File: config.mk
export PLATFORM = sky130hd
export DESIGN_NAME = texture_swizzle_address
export DESIGN_NICKNAME = d
export VERILOG_FILES = /design/src/rtl/tsa_pkg.sv /design/src/rtl/texture_swizzle_address.sv /design/src/rtl/tsa_morton.sv
export SDC_FILE = /design/constraint.sdc
export NUM_CORES = 1
export LEC_CHECK = 0
export BUFFER_PORTS_ARGS = -buffer_cell sky130_fd_sc_hd__buf_2
export CORE_ASPECT_RATIO = 1.4
export CORE_MARGIN = 4
export CORE_UTILIZATION = 49
export DETAILED_ROUTE_END_ITERATION = 16
export GPL_TIMING_DRIVEN = 0
export MAX_ROUTING_LAYER = met4
export PLACE_DENSITY = 0.76
export SLEW_MARGIN = 20
export SYNTH_ARGS = -nofsm -noshare
export SYNTH_HDL_FRONTEND = slang
export SYNTH_SLANG_ARGS = --single-unit
File: constraint.sdc
create_clock -name aclk -period 7.1 [get_ports aclk]
set_input_delay 0.71 -clock aclk [delete_from_list [all_inputs] [get_ports aclk]]
set_output_delay 0.71 -clock aclk [all_outputs]
set_load 0.005 [all_outputs]
File: src/rtl/tsa_pkg.sv
// Package: shared widths, register indexes, reset values and config type for the swizzle block.
package tsa_pkg;

    localparam int MAX_DIM_LOG2_DEF = 11;
    localparam int PIXEL_W          = 32;
    localparam int OFFSET_W         = 24;
    localparam int LOG2_W           = 4;
    localparam int BPP_W            = 3;
    localparam int CFG_DATA_W       = 4;
    localparam int CFG_INDEX_W      = 2;

    localparam logic [LOG2_W-1:0] WIDTH_LOG2_RST  = 4'd8;
    localparam logic [LOG2_W-1:0] HEIGHT_LOG2_RST = 4'd8;
    localparam logic [BPP_W-1:0]  BPP_RST         = 3'd4;

    typedef enum logic [CFG_INDEX_W-1:0] {
        REG_WIDTH_LOG2  = 2'd0,
        REG_HEIGHT_LOG2 = 2'd1,
        REG_BPP         = 2'd2
    } cfg_index_t;

    // Clamped dimensions (one extra bit so a clamp of 16 still fits) and scale.
    typedef struct packed {
        logic [LOG2_W:0]  wl;
        logic [LOG2_W:0]  hl;
        logic [BPP_W-1:0] bpp;
    } geom_t;

endpackage

File: src/rtl/texture_swizzle_address.sv
// Top level: raster pixel stream in, pixel with swizzled byte offset out.
//
//   channel | dir | handshake          | payload
//   s_      | in  | s_valid / s_ready  | s_pixel_value[31:0]
//   m_      | out | m_valid / m_ready  | m_pixel_out[31:0], m_dest_offset[23:0], m_frame_last
//   cfg_    | in  | cfg_wr_en          | cfg_index[1:0], cfg_wdata[3:0]
//
// One word per cycle while m_ready stays high; an input register, then an output
// register, with the interleave, tile add and scale multiply between them.
// Row/column counters advance on each accepted word and wrap after the frame's
// last pixel. Reset clears counters and valids and loads the default geometry.
// A stalled output holds; input stays ready while the first stage can drain.
module texture_swizzle_address #(
    parameter int MAX_DIM_LOG2 = tsa_pkg::MAX_DIM_LOG2_DEF
) (
    input  logic                               aclk,
    input  logic                               aresetn,
    input  logic                               cfg_wr_en,
    input  logic [tsa_pkg::CFG_INDEX_W-1:0]    cfg_index,
    input  logic [tsa_pkg::CFG_DATA_W-1:0]     cfg_wdata,
    input  logic                               s_valid,
    output logic                               s_ready,
    input  logic [tsa_pkg::PIXEL_W-1:0]        s_pixel_value,
    output logic                               m_valid,
    input  logic                               m_ready,
    output logic [tsa_pkg::PIXEL_W-1:0]        m_pixel_out,
    output logic [tsa_pkg::OFFSET_W-1:0]       m_dest_offset,
    output logic                               m_frame_last
);
    import tsa_pkg::*;

    localparam int DW = MAX_DIM_LOG2;
    localparam logic [LOG2_W:0] MAX_L = (LOG2_W+1)'(MAX_DIM_LOG2);

    logic [LOG2_W-1:0]   width_log2_reg;
    logic [LOG2_W-1:0]   height_log2_reg;
    logic [BPP_W-1:0]    bpp_reg;
    logic [DW-1:0]       col_reg;
    logic [DW-1:0]       row_reg;
    logic [DW-1:0]       col_next;
    logic [DW-1:0]       row_next;

    logic                st1_valid_reg;
    logic [PIXEL_W-1:0]  st1_pixel_reg;
    logic [DW-1:0]       st1_col_reg;
    logic [DW-1:0]       st1_row_reg;
    logic                st1_last_reg;

    logic                out_valid_reg;
    logic [PIXEL_W-1:0]  out_pixel_reg;
    logic [OFFSET_W-1:0] out_offset_reg;
    logic                out_last_reg;

    geom_t               geom;
    logic [DW-1:0]       wmask;
    logic [DW-1:0]       hmask;
    logic                row_end;
    logic                frame_end;
    logic                s_accept;
    logic                advance;
    logic [OFFSET_W-1:0] offset;

    // Configuration writes
    always_ff @(posedge aclk) begin
        if (!aresetn) begin
            width_log2_reg  <= WIDTH_LOG2_RST;
            height_log2_reg <= HEIGHT_LOG2_RST;
            bpp_reg         <= BPP_RST;
        end else if (cfg_wr_en) begin
            case (cfg_index)
                REG_WIDTH_LOG2:  width_log2_reg  <= cfg_wdata;
                REG_HEIGHT_LOG2: height_log2_reg <= cfg_wdata;
                REG_BPP:         bpp_reg         <= cfg_wdata[BPP_W-1:0];
                default: ;
            endcase
        end
    end

    always_comb begin
        geom.wl  = ({1'b0, width_log2_reg} > MAX_L) ? MAX_L : {1'b0, width_log2_reg};
        geom.hl  = ({1'b0, height_log2_reg} > MAX_L) ? MAX_L : {1'b0, height_log2_reg};
        geom.bpp = bpp_reg;
        wmask    = ~({DW{1'b1}} << geom.wl);
        hmask    = ~({DW{1'b1}} << geom.hl);
        // a shrunk dimension mid-frame still ends the row/frame
        row_end   = col_reg >= wmask;
        frame_end = row_end && (row_reg >= hmask);
    end

    assign advance  = st1_valid_reg && (!out_valid_reg || m_ready);
    assign s_ready  = !st1_valid_reg || advance;
    assign s_accept = s_valid && s_ready;

    always_comb begin
        col_next = col_reg;
        row_next = row_reg;
        if (frame_end) begin
            col_next = '0;
            row_next = '0;
        end else if (row_end) begin
            col_next = '0;
            row_next = row_reg + 1'b1;
        end else begin
            col_next = col_reg + 1'b1;
        end
    end

    always_ff @(posedge aclk) begin
        if (!aresetn) begin
            col_reg <= '0;
            row_reg <= '0;
        end else if (s_accept) begin
            col_reg <= col_next;
            row_reg <= row_next;
        end
    end

    // Input register: word plus the counts it was taken at
    always_ff @(posedge aclk) begin
        if (!aresetn) begin
            st1_valid_reg <= 1'b0;
        end else if (s_ready) begin
            st1_valid_reg <= s_valid;
        end
    end

    always_ff @(posedge aclk) begin
        if (s_accept) begin
            st1_pixel_reg <= s_pixel_value;
            st1_col_reg   <= col_reg;
            st1_row_reg   <= row_reg;
            st1_last_reg  <= frame_end;
        end
    end

    tsa_morton #(
        .MAX_DIM_LOG2 (MAX_DIM_LOG2)
    ) u_morton (
        .col    (st1_col_reg),
        .row    (st1_row_reg),
        .geom   (geom),
        .offset (offset)
    );

    // Output register
    always_ff @(posedge aclk) begin
        if (!aresetn) begin
            out_valid_reg <= 1'b0;
        end else if (advance) begin
            out_valid_reg <= 1'b1;
        end else if (m_ready) begin
            out_valid_reg <= 1'b0;
        end
    end

    always_ff @(posedge aclk) begin
        if (advance) begin
            out_pixel_reg  <= st1_pixel_reg;
            out_offset_reg <= offset;
            out_last_reg   <= st1_last_reg;
        end
    end

    assign m_valid       = out_valid_reg;
    assign m_pixel_out   = out_pixel_reg;
    assign m_dest_offset = out_offset_reg;
    assign m_frame_last  = out_last_reg;

`ifndef NO_ASSERTIONS
    a_ready_when_empty: assert property (@(posedge aclk) disable iff (!aresetn)
        !st1_valid_reg |-> s_ready)
        else $error("input stage empty but not ready");

    a_stage_holds: assert property (@(posedge aclk) disable iff (!aresetn)
        (st1_valid_reg && !advance) |=> st1_valid_reg)
        else $error("word dropped from input stage");

    a_frame_wrap: assert property (@(posedge aclk) disable iff (!aresetn)
        (s_accept && frame_end) |=> (col_reg == '0 && row_reg == '0))
        else $error("counters did not wrap at frame end");

    a_col_step: assert property (@(posedge aclk) disable iff (!aresetn)
        (s_accept && !row_end) |=> (col_reg == DW'($past(col_reg) + 1'b1)))
        else $error("column count did not advance");
`endif

endmodule

File: src/rtl/tsa_morton.sv
// Morton byte offset from column/row counts and the texture geometry.
module tsa_morton #(
    parameter int MAX_DIM_LOG2 = tsa_pkg::MAX_DIM_LOG2_DEF
) (
    input  logic [MAX_DIM_LOG2-1:0]   col,
    input  logic [MAX_DIM_LOG2-1:0]   row,
    input  tsa_pkg::geom_t            geom,
    output logic [tsa_pkg::OFFSET_W-1:0] offset
);
    import tsa_pkg::*;

    localparam int DW = MAX_DIM_LOG2;
    localparam int SW = 2 * DW;
    localparam int SH_W = LOG2_W + 2;

    // Put the bits of v on the even positions.
    function automatic logic [SW-1:0] spread(input logic [DW-1:0] v);
        logic [SW-1:0] r;
        r = '0;
        for (int b = 0; b < DW; b++) begin
            r[2*b] = v[b];
        end
        return r;
    endfunction

    logic [DW-1:0]       wmask;
    logic [DW-1:0]       xmask;
    logic [SH_W-1:0]     x_shift;
    logic [OFFSET_W-1:0] sy;
    logic [OFFSET_W-1:0] sx;
    logic [OFFSET_W-1:0] pix_off;
    logic [OFFSET_W-1:0] byte_off;

    always_comb begin
        x_shift  = SH_W'(geom.hl) + SH_W'(1);
        wmask    = ~({DW{1'b1}} << geom.wl);
        xmask    = ~({DW{1'b1}} << x_shift);
        // row bits on odd positions, plus one width*width tile per wrap
        sy       = OFFSET_W'({spread(row & wmask), 1'b0})
                 + (OFFSET_W'(row >> geom.wl) << {geom.wl, 1'b0});
        // column bits on even positions, plus one 2*h*h tile per wrap
        sx       = OFFSET_W'(spread(col & xmask))
                 + (OFFSET_W'(col >> x_shift) << {geom.hl, 1'b1});
        pix_off  = sx + sy;
        byte_off = pix_off * OFFSET_W'(geom.bpp);
        offset   = byte_off;
    end

endmodule
# Yosys cells after proc, flatten, opt, wreduce, memory -nomap -nowiden
# Cells that the tools add are included.
dict set report classes {
  multipliers 1
  mux 8
  bitwise_logic 5
  n_shift 7
  n_reduce_logical 14
  n_div 0
  n_eq_ne 2
  order_cmp 4
  add_sub_neg 6
}
# cell n
set ops {}
lappend ops {{24-bit by 5-bit left shift with 24-bit output} 2}
lappend ops {{11-bit 2-to-1 mux} 4}
lappend ops {{11-bit NOT} 3}
lappend ops {{21-bit by 24-bit adder with 24-bit output} 1}
lappend ops {{22-bit by 24-bit adder with 24-bit output} 1}
lappend ops {{24-bit adder} 1}
lappend ops {{24-bit by 3-bit multiplier with 24-bit output} 1}
lappend ops {{11-bit by 4-bit >> shifter with 24-bit output} 1}
lappend ops {{11-bit by 6-bit >> shifter with 24-bit output} 1}
lappend ops {{11-bit by 1-bit adder with 11-bit output, second input constant} 2}
lappend ops {{11-bit AND} 2}
lappend ops {{11-bit greater-or-equal comparator} 2}
lappend ops {{11-bit by 4-bit left shift with 11-bit output, first input constant} 2}
lappend ops {{11-bit by 6-bit left shift with 11-bit output, first input constant} 1}
lappend ops {{4-bit > comparator, second input constant} 2}
lappend ops {{4-bit 2-to-1 mux} 2}
lappend ops {{2-bit AND reduction} 4}
lappend ops {{4-bit by 1-bit adder with 5-bit output, second input constant} 1}
lappend ops {{2-bit nonzero test} 2}
lappend ops {{1-bit logical AND} 3}
lappend ops {{2-bit by 1-bit equality test with 1-bit output, second input constant} 1}
lappend ops {{2-bit equality test, second input constant} 1}
lappend ops {{1-bit logical NOT} 2}
lappend ops {{2-bit logical NOT} 1}
lappend ops {{2 further kinds} 4}
dict set report totals {
  regBits 147
  latch_bits 0
  ramBits 0
  inputBits 43
  output_inout_bits 59
  elab_cells 61
  romBits 0
  memories 0
}

# Logic depth before layout (Yosys ltp)
dict set report logic_depth {
  depth_word 9
  ltp_mapped 36
  depth_no_buf 33
}

# By module
# A second synthesis with hierarchy kept.
dict set report hier_totals {
  cells_unflattened 1152
  area_unflattened_um2 10830.4
}
# mod cells_per_inst instances seq_area_each_um2 area_per_inst_um2
set by_module_without_submodules {}
lappend by_module_without_submodules {texture_swizzle_address 377 1 4063.9 5605.4}
lappend by_module_without_submodules {tsa_morton 775 1 0.0 5225.0}

# Worst setup path before layout
# No wires, ideal clock.
dict set report synth_path {
  path_type {register -> register}
  startpoint {reg width_log2_reg[0]}
  endpoint {reg out_offset_reg[23], in the netlist m_dest_offset[23], data pin}
  period_less_slack_ps 7109
  path_stages_with_launch 32
  setup_slack_ps -9
  path_buffers 2
  t_arrival_ps 6842
  setup_time_ps 267
  required_time_ps 6833
  cell_sequence {dfxtp_1 -> clkbuf_1 -> a21oi_1 -> clkbuf_1 -> mux2i_1 -> nor2_1 -> a311oi_1 -> mux2i_1 -> nand2b_1 -> fa_1 -> inv_1 -> ha_1 -> nor2b_1 -> o31a_1 -> o211ai_1 -> a21oi_1 -> or2_2 -> a21o_1 -> a21oi_1 -> xnor2_1 -> nand2_1 -> fa_1 -> inv_1 -> ha_1 -> a21o_1 -> a21oi_1 -> o21ai_0 -> a41o_1 -> o41a_1 -> xor2_1 -> xnor2_2 -> xnor3_1}
}
dict set report synth_between {
  elab_chain_cells 8
  word_cells_on_any_way 10
  classes_between {add/sub (2); mul (1); order compare (1); shift (3); mux (1); bitwise (2)}
}
# item line_no
set synth_rtl {}
lappend synth_rtl {{start: declaration} texture_swizzle_address.sv:35} ;# logic [LOG2_W-1:0] width_log2_reg;
lappend synth_rtl {{start signal: assignment} texture_swizzle_address.sv:71} ;# REG_WIDTH_LOG2: width_log2_reg <= cfg_wdata;
lappend synth_rtl {{4-bit > comparator} texture_swizzle_address.sv:80} ;# geom.wl = ({1'b0, width_log2_reg} > MAX_L) ? MAX_L : {1'b0, width_log2_reg};
lappend synth_rtl {{4-bit 2-to-1 mux (*)} texture_swizzle_address.sv:80}
lappend synth_rtl {{branches (longest 3 deep; another with 11-bit by 4-bit >> shifter with 24-bit output)} --}
lappend synth_rtl {{22-bit by 24-bit adder with 24-bit output (*)} tsa_morton.sv:40} ;# + (OFFSET_W'(row >> geom.wl) << {geom.wl, 1'b0});
lappend synth_rtl {{24-bit adder (*)} tsa_morton.sv:44} ;# pix_off = sx + sy;
lappend synth_rtl {{24-bit by 3-bit multiplier with 24-bit output (*)} tsa_morton.sv:45} ;# byte_off = pix_off * OFFSET_W'(geom.bpp);
lappend synth_rtl {{net offset[23]} texture_swizzle_address.sv:61} ;# logic [OFFSET_W-1:0] offset;
lappend synth_rtl {{end signal: assignment} texture_swizzle_address.sv:159} ;# out_offset_reg <= offset;
lappend synth_rtl {{end: declaration} texture_swizzle_address.sv:51} ;# logic [OFFSET_W-1:0] out_offset_reg;
# Mark *: on every way through the listed nets, which the timed path passes.
# A chain may end at the register's enable or synchronous reset.

# Worst setup path in the final report
dict set report layout_path {
  startpoint {reg width_log2_reg[2]}
  endpoint {reg out_offset_reg[23], in the netlist m_dest_offset[23], data pin}
}
# The elaborated chain is that of the path after synthesis.

==> impl_results.md <==
* Gate power share at 20.8%
* Crit-path max cell delay at 0.52 ns
* Final instance area at between 10,000 and 15,000 sq um
* Core footprint at 20,700 sq um
* Total number of vias at approximately 8,800
* Pwr dens at 177 nW/um^2
* Die Y at 181 um
* Crit. Startpoint: width_log2_reg[2]$_SDFFE_PN0P_
* CP Data Arrival Time at 7.26 ns
* Layout cells sized above 1 at a little over a quarter
* Mean Syn Cell Area at 9.64 sq um
* Outcome: complete, no violations
* Synth unique cells at 74
* Area delta synth->final at 27.1%
* Worst flop-to-flop path startpoint: width_log2_reg[2]$_SDFFE_PN0P_
* Synth Flop Type: edfxtp_1
* Chip width at 131 um
* CTS tree: built
* Commonest non-fill, non-tap cell in the layout: nand2_1
* Final period util at between 90 and 100%
* Highest-count cells in the layout ignoring fill and taps: 152 x nand2_1, 112 x edfxtp_1, 101 x buf_2
* Num CTS Buffers at 17
* Post-synth top area share at 32.3%
* Post-synthesis sequential area ratio at 39.0%
* Worst slew margin at 53.9%
* Max-slew violations at 0
* Vias in the first global route at 8,734
* Yosys top cell by area: edfxtp_1
* # H-tree levels at 4
* HP Start: st1_pixel_reg[0]$_DFFE_PP_
* Placed Cells at between 1,000 and 1,500
* First-pass GRT wire length at approximately 44,000 um
* Drt pass-1 iters at 5
* Maximum root-to-sink buffer count at 2
* Iter 0 DRT Violations at 535
* Worst Hold Class: flip-flop to flip-flop
* Number of synthesized register bits at 147
* Worst Tran Pin Value at slightly below 0.7 ns
* Fillers at 1,616
* Post-synth EDFFs at 112
* Synth top area cells: edfxtp_1 32%, ha_1 8.9%, fa_1 8.5%
* Ports at 102
* Port buffer count at 101
* Non-filler instance count after layout at 1,539
* Core Rows at 62
* Gp weighted congestion at 1.00
* Critical path class: flip-flop to flip-flop
* DRC at 0
* TritonCTS Sinks at approximately 150
* Switch Pwr at between 0.6 and 0.7 mW
* Initial core utilization at 50.3%
* Leakage at 5.75 nW
* WL per Instance at 18.0 um
* Critical path required time at 7.28 ns
* RSZ-0062 raised after global routing: true
* Worst Skew at approximately 0.013 ns
* Clk Latency, worst-skew pair at 0.43 ns
* Fin. Hold Viols at 0
* Setup TNS at 0 ns
* Initial antenna violation count at 0
* Seq pwr share at 42.5%
* Routed WL at ~28,000 um
* Placed Area at 11,300 sq um
* Cells after synthesis at between 1,000 and 1,500
* Mapped cell area at 10,400 sq um
* Tmin final at roughly 7 ns
* Setup crit end kind: flip-flop
* # hold bufs at CTS at 0
* Final #Nets at 1,432
* Worst vdd ir at 0.159 mV
* ANT cells at 0
* Asr flop ratio synth at 0%
* # Max-Cap Violations at 0
* Switching share of total power at 28.8%
* Worst setup SP type: flip-flop
* Vias per cell at 5.70
* Clock Tree Root: clkbuf_16
* GRT Util Overall at 23.6%
* Largest net degree at the start of global routing at 52
* Clk pwr share at 36.8%
* DP HPWL at roughly 20,000 um
* Die area at about 24,000 sq um
* Internal power at 1.67 mW
* Critical path peak fanout at 8
* Ys Warns at 0
* CP max-delay cell: fa_1
* Final setup violation count at 0
* Total grt overflow at 0
* Max Freq at 141 MHz
* Post-DRT Antenna Nets at 0
* Clk slew on worst S/H paths at 0.07 ns
-- synthesized netlist by cell type (14+ instances only) --
cell type	instances
nand2_1	158
edfxtp_1	112
inv_1	103
ha_1	74
nor2_1	74
a21oi_1	63
fa_1	44
o21ai_0	43
mux2i_1	36
dfxtp_1	35
xnor2_1	32
clkbuf_1	28
nor2b_1	23
o21a_1	21
nand3_1	18
a21o_1	17
nand2b_1	15
o211ai_1	14
-- cell type report --
type,count,area [sq um],share of cell area (%)
Multi-Input combinational cell,791,6560,49.5
Sequential cell,147,4080,30.8
Timing Repair Buffer,172,1100,8.33
Clock buffer,17,425,3.21
Inverter,108,423,3.19
Tap cell,256,320,2.42
Buffer,34,211,1.60
Clock inverter,14,128,0.963
-- repair_timing --
| action | in CTS | in global routing |
|---|---|---|
| hold endpoints to repair | 0 | 0 |
| buffers inserted | 42 | 26 |
| pin swaps | 42 | 65 |
| gates resized for setup | 126 | 69 |
| endpoints found under the setup margin | 8 | 5 |
-- power groups by stage --
stage | Sequential [mW] | Clock [mW] | Combinational [mW]
6_report | 0.998 | 0.865 | 0.488
5_1_grt | 1.00 | 0.913 | 0.539
4_1_cts | 0.996 | 0.875 | 0.447
3_5_place_dp | 1.01 | 0 | 0.388
3_3_place_gp | 1.01 | 0 | 0.375
2_1_floorplan | 1.01 | 0 | 0.275
-- cells by family (layout without fill, tap and decap cells) --
| logic type | Yosys count | in the layout | share of synthesized area [%] |
|---|---|---|---|
| adder cells (fa/ha/maj) | 118 | 118 | 17.3 |
| multiplexers | 39 | 39 | 4.11 |
| AND/OR/NAND/NOR | 350 | 350 | 15.3 |
| buffers and inverters | 146 | 345 | 5.39 |
| AO/OA/AOI/OAI | 232 | 232 | 14.7 |
| flip-flops | 147 | 147 | 39.0 |
| XOR/XNOR | 47 | 47 | 4.15 |
| other | 2 | 5 | 0.0721 |
-- worst max-delay path: cells and delay by family, from the launching register on --
kind	cells	cell delay, ns
compound gates	16	2.84
xor+xnor	4	0.67
fa+ha+maj	4	1.52
buf+inv	3	0.35
flops	1	0.40
simple gates	7	1.04
-- metal layers --
metal / part of all wire [%] / vias up / GRT usage [%]
met5: 0 / - / -
met1: 37 / 4201 / 24.8
met2: 54 / 296 / 43.3
li1: - / 4175 / -
met3: 4.1 / 95 / 3.21
met4: 4.9 / 0 / 11.8
-- final timing paths --
kind                                                     to  slack [ns]  cells past startpoint
worst min register to register     m_pixel_out[0]$_DFFE_PP_        0.42                      0
worst min-delay path               m_pixel_out[0]$_DFFE_PP_        0.42                      0
worst max register to register  m_dest_offset[23]$_DFFE_PP_        0.02                     34
worst max-delay path            m_dest_offset[23]$_DFFE_PP_        0.02                     34
-- metrics by stage --
| stage | hold WS, ns | total power [mW] | util [%] | setup slack, ns |
|---|---|---|---|---|
| finish | 0.417 | 2.35 | 64.0 | 0.0246 |
| global route | 0.419 | 2.45 | 64.0 | -0.253 |
| global placement | 0.400 | 1.39 | 54.4 | -1.18 |
| CTS | 0.417 | 2.32 | 61.6 | 0.00376 |
| floorplan | 0.400 | 1.29 | - | 0.0193 |
| detailed placement | 0.405 | 1.40 | 54.8 | -1.14 |
Power figures use the tool's default switching activity.
